`src/rsp_pkg.sv`:
```
// shared types and constants of the ray / sphere first-hit picker
// no dependencies; used by rsp_mac and ray_sphere_first_hit_picker
package rsp_pkg;

	// default parameter values
	localparam int DEF_MAX_SPHERES = 256;
	localparam int DEF_COORD_BITS  = 16;

	// fixed field widths
	localparam int COUNT_W    = 9;
	localparam int RADIUS_W   = 15;
	localparam int SLOT_W     = 8;
	localparam int INDEX_W    = 8;
	localparam int CFG_IDX_W  = 1;
	localparam int CFG_DATA_W = 15;
	localparam int STEP_W     = 4;

	// register indexes
	localparam logic [CFG_IDX_W-1:0] REG_STAR_COUNT  = 1'b0;
	localparam logic [CFG_IDX_W-1:0] REG_STAR_RADIUS = 1'b1;

	// command codes
	localparam logic CMD_LOAD  = 1'b0;
	localparam logic CMD_QUERY = 1'b1;

	// sequencer step counts: issue steps, then one drain step, then capture
	localparam int RAD_TERMS = 1;
	localparam int DOT_TERMS = 3;
	localparam int CMP_TERMS = 8;
	localparam logic [STEP_W-1:0] RAD_CAP = STEP_W'(RAD_TERMS + 1);
	localparam logic [STEP_W-1:0] DOT_CAP = STEP_W'(DOT_TERMS + 1);
	localparam logic [STEP_W-1:0] CMP_CAP = STEP_W'(CMP_TERMS + 1);

	typedef enum logic [1:0] {
		SH_NONE,
		SH_ONE,
		SH_TWO
	} shift_t;

	// one request to the shared multiply-accumulate unit
	typedef struct packed {
		logic   issue;
		logic   clear;
		logic   sub;
		shift_t shift;
	} mac_op_t;

	typedef enum logic [3:0] {
		ST_IDLE,
		ST_RADIUS,
		ST_DOT_DD,
		ST_FETCH,
		ST_WDIFF,
		ST_DOT_DW,
		ST_DOT_WW,
		ST_CMP,
		ST_DONE
	} state_t;

endpackage

```
`src/rsp_mac.sv`:
```
// shared signed multiplier with a registered product and a shifting accumulator
// depends on rsp_pkg (mac_op_t, shift_t)
module rsp_mac #(
	parameter int MW = 18,
	parameter int AW = 68,
	parameter int K  = 17
) (
	input  logic                 clk,
	input  logic                 arst_n,
	input  rsp_pkg::mac_op_t     op,
	input  logic signed [MW-1:0] opa,
	input  logic signed [MW-1:0] opb,
	output logic signed [AW-1:0] acc
);

	rsp_pkg::mac_op_t       op_s1;
	logic signed [2*MW-1:0] prod_s1;
	logic signed [AW-1:0]   acc_q;
	logic signed [AW-1:0]   ext;
	logic signed [AW-1:0]   term;

	always_ff @(posedge clk or negedge arst_n) begin
		if (!arst_n) begin
			op_s1 <= '0;
		end else begin
			op_s1 <= op;
		end
	end

	always_ff @(posedge clk) begin
		prod_s1 <= opa * opb;
	end

	// limb products land at weight 1, 2^K or 2^2K
	always_comb begin
		ext = AW'(prod_s1);
		unique case (op_s1.shift)
			rsp_pkg::SH_NONE: term = ext;
			rsp_pkg::SH_ONE:  term = ext << K;
			rsp_pkg::SH_TWO:  term = ext << (2 * K);
			default:          term = ext;
		endcase
	end

	always_ff @(posedge clk) begin
		if (op_s1.issue) begin
			priority if (op_s1.clear) begin
				acc_q <= op_s1.sub ? -term : term;
			end else if (op_s1.sub) begin
				acc_q <= acc_q - term;
			end else begin
				acc_q <= acc_q + term;
			end
		end
	end

	assign acc = acc_q;

endmodule

```
`config.mk`:
```
export PLATFORM = sky130hd
export DESIGN_NAME = rsp_mac
export DESIGN_NICKNAME = d
export VERILOG_FILES = /design/src/rsp_pkg.sv /design/src/rsp_mac.sv
export SDC_FILE = /design/constraint.sdc
export NUM_CORES = 1
export LEC_CHECK = 0
export BUFFER_PORTS_ARGS = -buffer_cell sky130_fd_sc_hd__buf_2
export CORE_ASPECT_RATIO = 0.9
export CORE_UTILIZATION = 60
export CTS_CLUSTER_SIZE = 25
export DETAILED_ROUTE_END_ITERATION = 10
export PLACE_DENSITY = 0.79
export SLEW_MARGIN = 20
export SYNTH_ARGS = -nofsm -noshare
export SYNTH_HDL_FRONTEND = slang
export SYNTH_SLANG_ARGS = --single-unit
export TNS_END_PERCENT = 30
```
`constraint.sdc`:
```
create_clock -name clk -period 9.4 [get_ports clk]
set_input_delay 0.47 -clock clk [delete_from_list [all_inputs] [get_ports clk]]
set_output_delay 0.47 -clock clk [all_outputs]
set_load 0.01 [all_outputs]
```
# --- Word-level counts from Yosys, hierarchy flattened ---
# Index checks and enable logic that the tools add are counted.
word_totals:
  register_bits: 109
  input_bits: 43
op_classes:
  add_sub_neg: 3
  n_mul: 1
  n_eq_ne: 2
  n_mux: 4
op_table:
  columns: ["operator", "count"]
  rows:
  - ["$mux 68", 3]
  - ["$pmux 68 s2", 1]
  - ["$add 68x68->68", 1]
  - ["$neg 68->68", 1]
  - ["$sub 68x68->68", 1]
  - ["$mul 18x18->36", 1]
  - ["$eq 2x1->1 const B", 1]
  - ["$eq 2x2->1 const B", 1]

# --- Logic depth before layout (Yosys ltp) ---
# Gate-level depths: netlist (run 1).
logic_depth:
  word_depth: 5
  ltp_mapped: 33
  mapped_depth_nobuf: 26

# --- Least setup slack after synthesis (run 1) ---
# OpenSTA, ideal clock, no wires.
synth_path:
  path_kind: "register to register"
  start: "reg op_s1[0] (netlist bit)"
  end: "reg acc_q[67], in the netlist acc[67] (data pin)"
  setup_ns: 0.267
  arrival_time_ns: 6.900
  required_ns: 9.133
  slack_ns: 2.233
  path_stages_with_launch: 32
  n_path_buf: 9
  synth_period_minus_slack_ns: 7.167
  path_cell_list: "dfrtp_1 -> inv_1 -> ha_1 -> clkbuf_1 -> clkbuf_1 -> clkbuf_1 -> clkbuf_1 -> buf_1 -> clkbuf_1 -> buf_1 -> nand2_1 -> ha_1 -> clkbuf_1 -> nand3_1 -> nor3b_1 -> nand4_1 -> or2_2 -> nor3_1 -> nor2_1 -> xnor2_1 -> ha_1 -> clkbuf_1 -> nand2_1 -> nor2_1 -> nand3_1 -> or4_1 -> or3_1 -> o21ai_0 -> a311oi_1 -> or4_1 -> o311ai_0 -> nor3_1"
synth_between:
  elab_chain_len: 5
  word_cells_on_any_way: 9
  cone_classes: "add/sub (3); eq/ne (2); mux (4)"
synth_lines:
  columns: ["element", "line_no", "rtl"]
  rows:
  - ["start, declared", "rsp_mac.sv:16", "rsp_pkg::mac_op_t op_s1;"]
  - ["start signal, assigned", "rsp_mac.sv:26", "op_s1 <= op;"]
  - ["$eq 2x2->1 or $eq 2x1->1 (tied branches)", "rsp_mac.sv:37", "unique case (op_s1.shift)"]
  - ["$pmux 68 s2 (*)", "rsp_mac.sv:37", null]
  - ["$add 68x68->68, or another cell as far along", "rsp_mac.sv:52", "acc_q <= acc_q + term;"]
  - ["$mux 68 (on tied branches)", "rsp_mac.sv:49, rsp_mac.sv:48", null]
  - ["$mux 68 (*)", "rsp_mac.sv:47", "priority if (op_s1.clear) begin"]
  - ["end signal, assigned", "rsp_mac.sv:48", "acc_q <= op_s1.sub ? -term : term;"]
  - ["end signal, assigned", "rsp_mac.sv:50", "acc_q <= acc_q - term;"]
  - ["end signal, assigned", "rsp_mac.sv:52", null]
  - ["end, declared", "rsp_mac.sv:18", "logic signed [AW-1:0] acc_q;"]
# Every way passes the cells marked *; elsewhere a longest branch is shown, timed or not.
# A chain may end at the register's enable or synchronous reset.

# --- Final worst setup path (run 1) ---
layout_path:
  start: "reg op_s1[1] (netlist bit)"
  end: "reg acc_q[67], in the netlist acc[67] (data pin)"
# The elaborated chain is that of the path after synthesis.

==> results.md, run 1 <==
- Status: finished, final reports clean
- Synth Cell Area: around 24000 um2
- Max Fclk: between 0.1 and 0.15 GHz
- Avg WL per Cell: 19.5 um
- Post-route ant nets: 0
- Worst Path Max Fanout: 67
- Total core area: slightly below 40000 um2
- RSZ-0062 raised after global routing: no
- Largest net degree at the start of global routing: 71
- Initial antenna violation count: 0
- Final Max Slew Viols: 0
- Seq cells post-synth: ~110
- WP data arrival: roughly 7.7 ns
- Post-route minimum period: approximately 7.6 ns
- WP data required: between 9 and 10 ns
- Synth Area in Adders: between 30% and 40%
- Die X: between 200 and 250 um
- Slew Limit Headroom: 31.1%
- Synth Area in XOR/XNOR: 7.21%
- Cells after synthesis: 2866
- First-pass GRT wire length: 107000 um
- GRT Util Overall: roughly 34%
- Synth cell types: 82
- Cell mode on critical path: or4_1
- CTS buffer count: 9
- Hpwl dp: roughly 52000 um
- Synth Flop Type: edfxtp_1
- Vias per inst: approximately 6
- Area growth syn-to-layout: 4.21%
- Congestion Overflow GR: 0
- Simple-Gate Fraction of Synth Area: between 10% and 20%
- Fin Setup TNS: 0 ns
- Vias in the first global route: ~21000
- YS warnings: 0
- Avg Synthesized Cell Area: 8.22 um2
- Main combinational cell family by area after synthesis: adder cells
- Clk_skew: about 0.021 ns
- First-pass detailed-route iteration total: 7
- Ports: approximately 110
- Hold WC Path Type: in -> reg
- Final setup vio count: 0
- Vias post-DR: between 20000 and 25000
- Number of synthesized flops with an enable pin: 68
- Setup crit end kind: flop
- Synth Area in Compound Gates: between 15 and 20%
- Commonest non-fill, non-tap cell in the layout: inv_1
- H-tree levels: 3
- WS Path Type: reg -> reg
- Core Rows: between 60 and 70
- CP cell instances: ha_2 > nor2b_1 > buf_4 > a22oi_1 > nor3b_1 > nand4b_1 > or4_1 > nor3_2 > a31oi_1 > xnor2_1 > ha_1 > nand4_1 > or4_1 > or3_1 > o21ai_0 > a311oi_1 > or4_1 > o311ai_0 > nor3_1
- Async S/R FF share, synth: under 10%
- Die area: 40100 um2
- Max Cap Violations: 0
- First DRT Iteration DRCs: ~1900
- CP max stage delay: ~1.0 ns
- Slowest-stage cell, CP: ha_2
- Worst skew pair latency: between 0.3 and 0.4 ns
- Num Clock Sinks: roughly 110
- Post-synth net total: 3402
- Drt total wl: approximately 66000 um
- Proportion of synthesized area in mux cells: 0.170%
- CTS tree: done
- Die extent in y: 190 um
- Most frequent cells in the layout: inv_1, nand2_1, fa_1
- Worst-margin pin slew: approximately 1.0 ns
- Clock transition at path regs: 0.09 ns
- Startpoint types: flop
- Max clock buf depth: 2
- Sequential area share after synthesis: between 10% and 20%
- Final Cycle Share: roughly four fifths
- Share of layout cells above drive strength 1: 5.76%
- Final Hold Fails: 0
- Initial Utilization: 61.1%
- Routability cong.: roughly 1.0
- DRC violations left: 0
- Root Driver: clkbuf_16
- N_diodes: 0
- Final-stage net count: about 3400
- I/O Buffers: 110
-- cells in the mapped netlist (all sizes together) (14+ instances only) --
library cell	n	share of area (%)
o41ai	14	0.52
o21a	19	0.61
nor2	164	2.6
a31oi	30	0.80
nand2b	23	0.61
xnor2	126	4.7
a221oi	22	0.82
or3	15	0.40
nand3	29	0.67
o21ai	160	3.4
ha	163	8.7
fa	330	28
nand2	348	5.6
a22oi	19	0.61
and3	18	0.48
nand4	26	0.69
and2	172	4.6
a21oi	148	3.1
clkbuf	133	2.1
nor2b	16	0.42
inv	435	6.9
dfxtp	36	3.1
nor4	14	0.50
o31ai	17	0.54
o21bai	15	0.48
xor2	68	2.5
a21o	59	1.9
nor3	36	0.81
buf	23	0.44
edfxtp	68	8.7
-- state kept, by name (all words and copies together) (netlist names) --
register,cells
acc,68
prod_s1,36
op_s1,5
-- timing repair --
item | 4_1_cts | 5_1_grt
buffers inserted | 0 | 0
hold endpoints to repair | 5 | 0
hold buffers | 1 | 0
gates resized for setup | 0 | 0
endpoints found under the setup margin | 0 | 0
-- layout make-up --
| class | instances | area (um2) |
|---|---|---|
| Clock inverter | 7 | 70.1 |
| Inverter | 435 | 1630 |
| Multi-Input combinational cell | 2166 | 18400 |
| Fill cell | 3297 | 14000 |
| Tap cell | 525 | 657 |
| Sequential cell | 109 | 2900 |
| Timing Repair Buffer | 120 | 628 |
| Clock buffer | 9 | 225 |
-- routing by layer --
layer / vias to the layer above / global-route usage [%] / wire (um)
li1: 9331 / - / -
met1: 9941 / 46.3 / 27800
met2: 996 / 55.5 / 30100
met3: 164 / 4.34 / 5550
met4: 0 / 11.3 / 2150
met5: - / 0 / 0
-- path summary, 6_finish.rpt --
path / from / end / slack, ns / cells past startpoint
setup / recovery: op_s1[1]$_DFF_PN0_ / acc[67]$_DFFE_PP_ / 1.83 / 19
hold / removal: op[3] / op_s1[3]$_DFF_PN0_ / 0.18 / 1
setup reg to reg: op_s1[1]$_DFF_PN0_ / acc[67]$_DFFE_PP_ / 1.83 / 19
hold reg to reg: acc[0]$_DFFE_PP_ / acc[0]$_DFFE_PP_ / 0.86 / 3
max in group asynchronous: arst_n / op_s1[2]$_DFF_PN0_ / 8.78 / 2
min in group asynchronous: arst_n / op_s1[3]$_DFF_PN0_ / 0.45 / 2
-- cells by family (layout without fill, tap and decap cells) --
kind of cell             Yosys count  count (layout)
multiplexers                       4               4
adder cells (fa/ha/maj)          493             493
XOR/XNOR                         194             194
flip-flops                       109             109
buffers and inverters            591             571
AO/OA/AOI/OAI                    587             587
AND/OR/NAND/NOR                  888             888
-- stage by stage --
step	instance area (um2)	cells	hold slack, ns	util, %	worst slack (ns)
3_3_place_gp	24200	3354	0.308	62.9	2.22
5_1_grt	24600	3371	0.184	63.7	1.40
3_5_place_dp	24200	3354	0.312	62.9	2.00
2_1_floorplan	23600	2866	0.174	-	2.23
6_report	24600	3371	0.183	63.7	1.83
4_1_cts	24600	3371	0.177	63.7	1.99
-- worst max-delay path: cells and delay by family (launching register included) --
| kind | cells | cell delay, ns |
|---|---|---|
| compound gates | 5 | 1.50 |
| simple gates | 10 | 3.58 |
| flops | 1 | 0.39 |
| buf+inv | 1 | 0.24 |
| xor+xnor | 1 | 0.16 |
| fa+ha+maj | 2 | 1.44 |
Power of run 1 is not shown: default switching activity piles up to over one toggle a cycle in this logic, so the estimate is an artifact.
==> run 2: changes to the inputs <==
ABC_AREA = 1   (was unset)
clock period = 7.2 ns   (was 9.4 ns; I/O delays follow)
==> run 2 against run 1 <==
  * Worst setup slack lost 0.82 ns
  * First-iteration DRC count increased by 48%
  * Synthesized cell count rose by 27%
  * Utilization up 0.43 points
  * Sequential share of layout area decreased by 0.79 points
  * Wire length increased by 17%
  * Via count up 17%
  * Critical path depth grew 4
  * Count of clock-buffer cells in the layout did not move
  * Critical endpoint is now prod_s1[35]$_DFF_P_
==> results.md, run 2 <==
- First-pass detailed-route iteration total: 7
- WS Path Type: in -> reg
- Total core area: between 40000 and 50000 um2
- Final Cell Area: 26300 um2
- Root Driver: clkbuf_16
- H-tree levels: 3
- Most frequent cells in the layout: nand2_1, inv_1, fa_1
- Vias per inst: around 5.7
- Clk_skew: about 0.012 ns
- Post-synth net total: between 4000 and 5000
- Dpl cells: 4164
- Avg Synthesized Cell Area: approximately 6.9 um2
- Final Hold Fails: 0
- Worst skew pair latency: 0.40 ns
- Max clock buf depth: 2
- Clock transition at path regs: ~0.09 ns
- Worst r2r src: op_s1[0]$_DFF_PN0_
- Final Max Slew Viols: 0
- Routability cong.: between 1 and 1.5
- RSZ-0062 raised after global routing: no
- Number of synthesized flops with an enable pin: roughly 70
- Highest routed metal layer: met4
- Cells after synthesis: 3636
- Commonest non-fill, non-tap cell in the layout: nand2_1
- Startpoint types: input pin
- Top cell type's share of synthesized area: approximately a quarter
- Top-count cell post-synth: nand2_1
- Worst Path Max Fanout: 18
- Synth Cell Area: roughly 25000 um2
- Sequential area share after synthesis: 11.5%
- Share of layout cells above drive strength 1: ~6.8%
- Setup crit end kind: flop
- Reg2Reg Setup Slack: roughly 1.1 ns
- Largest net degree at the start of global routing: 73
- Ports: 111
- Final-stage net count: between 4000 and 5000
- CTS tree: done
- Vias post-DR: approximately 24000
- Max Cap Violations: 0
- Vias in the first global route: about 22000
- Routed met2 length: 33100 um
- Fillers: roughly 3800
- Slew Limit Headroom: a little under a third
- Max Fclk: around 0.16 GHz
- Final setup vio count: 0
- Hold path depth: 1
- YS warnings: 0
- CTS buffer count: 9
- Synth top area cells: fa_1, nand2_1, inv_1
- Worst Hold End: op_s1[0]$_DFF_PN0_
- Initial antenna violation count: 0
- Num Clock Sinks: ~110
- Hpwl dp: ~65000 um
- Async S/R FF share, synth: ~4.6%
- GRT Util Overall: between 30 and 40%
- Die X: approximately 220 um
- Finished Layout Cells: 4182
- Die area: approximately 43000 um2
- Final Cycle Share: 86.0%
- WP data arrival: around 6.5 ns
- Worst r2r dst: acc[40]$_DFFE_PP_
- Flip-flop count of the largest register after layout: around 70
- Post-route ant nets: 0
- Synth area leader: fa_1
- Avg WL per Cell: 18.4 um
- Post-route minimum period: between 6 and 7 ns
- Die extent in y: 196 um
- Area growth syn-to-layout: 4.28%
- First DRT Iteration DRCs: ~2800
- Worst reg2reg path depth: 32
- Drt total wl: between 70000 and 80000 um
- Top post-synthesis cells by count: nand2_1, inv_1, fa_1
- Congestion Overflow GR: 0
- I/O Buffers: between 100 and 150
- Seq cells post-synth: ~110
- Status: finished, final reports clean
- WP data required: around 7.5 ns
- First-pass GRT wire length: roughly 120000 um
- DP Area: approximately 26000 um2
- Worst-margin pin slew: 1.02 ns
- Wl on met1: roughly 32000 um
- Synth Flop Type: edfxtp_1
- Hold Startpoint: op[0]
- DRC violations left: 0
- Met3 wire length: 8990 um
- Synth cell types: between 50 and 60
- Hold WC Path Type: in -> reg
- Core Rows: 70
- Initial Utilization: about 62%
- Fin Setup TNS: 0 ns
## run 2: cell count changes in the layout (fill, tap and decap cells not counted), sizes merged, moves of 18 or more
cell	before	now
and2	172	3
inv	440	775
o21ai	160	252
and3	18	0
xnor2	126	32
nand2	348	932
a21oi	148	191
o211ai	9	27
nand3	29	183
nand2b	23	0
a31oi	30	12
a21o	59	11
a22oi	19	0
nor2	164	281
## run 2: logic make-up after synthesis
kind of cell / count (synthesis) / synth area share [%]
adder cells (fa/ha/maj): 493 / 34.3
AO/OA/AOI/OAI: 549 / 12.0
buffers and inverters: 914 / 14.0
flip-flops: 109 / 11.5
XOR/XNOR: 98 / 3.46
AND/OR/NAND/NOR: 1473 / 24.8
## run 2: layout make-up
cell class | instances | area [um2] | share of cell area, %
diodes | 1 | 2.50 | 0.00952
well taps | 540 | 676 | 2.57
flip-flops and latches | 109 | 2890 | 11.0
clock buffers | 9 | 225 | 0.857
multi-input cells | 2613 | 18800 | 71.5
clock inverters | 7 | 93.8 | 0.357
inverters | 776 | 2910 | 11.1
repair buffers | 127 | 681 | 2.59
## run 2: worst max-delay path by stage
stage | startpoint | to | slack [ns] | cells past startpoint
final | opb[0] | prod_s1[35]$_DFF_P_ | 1.01 | 23
after global routing | opb[0] | prod_s1[35]$_DFF_P_ | 0.55 | 23
after CTS | opb[0] | prod_s1[35]$_DFF_P_ | 0.99 | 23
after detailed placement | opb[0] | prod_s1[35]$_DFF_P_ | 0.59 | 23
after global placement | opb[0] | prod_s1[35]$_DFF_P_ | 0.77 | 23
after floorplan | opa[17] | prod_s1[35]$_DFF_P_ | 1.05 | 24
## run 2: repair_timing
action | 4_1_cts | 5_1_grt
hold buffers | 1 | 0
buffers inserted | 0 | 0
gates resized for setup | 0 | 0
endpoints found under the hold margin | 5 | 0
## run 2: metrics by stage
| step | setup WS, ns | hold WS [ns] | util, % |
|---|---|---|---|
| 2_1_floorplan | 1.05 | 0.0644 | - |
| 3_3_place_gp | 0.773 | 0.204 | 63.3 |
| 3_5_place_dp | 0.589 | 0.205 | 63.3 |
| 4_1_cts | 0.987 | 0.0562 | 64.1 |
| 5_1_grt | 0.549 | 0.0527 | 64.1 |
| 6_report | 1.01 | 0.0657 | 64.1 |
## run 2: layer usage
layer / GRT usage, % / up-vias
li1: - / 11200
met1: 51.9 / 11200
met2: 56.0 / 1312
met3: 8.78 / 168
met4: 11.2 / 0
met5: 0 / -
## run 2: worst max-delay path, cell delays in order
cell	delay, ns
buf_2	0.22
nand2_1	0.16
inv_1	0.09
fa_1	0.65
inv_1	0.14
fa_1	0.55
inv_1	0.07
ha_1	0.50
inv_1	0.29
fa_1	0.61
inv_1	0.06
fa_1	0.47
inv_1	0.05
fa_1	0.53
inv_1	0.04
ha_1	0.34
nand2_1	0.12
nor4_1	0.44
nand2_1	0.09
o211ai_1	0.36
nand3_1	0.12
nand3_1	0.11
xor2_1	0.14
Power of run 2 is left out for the same reason.
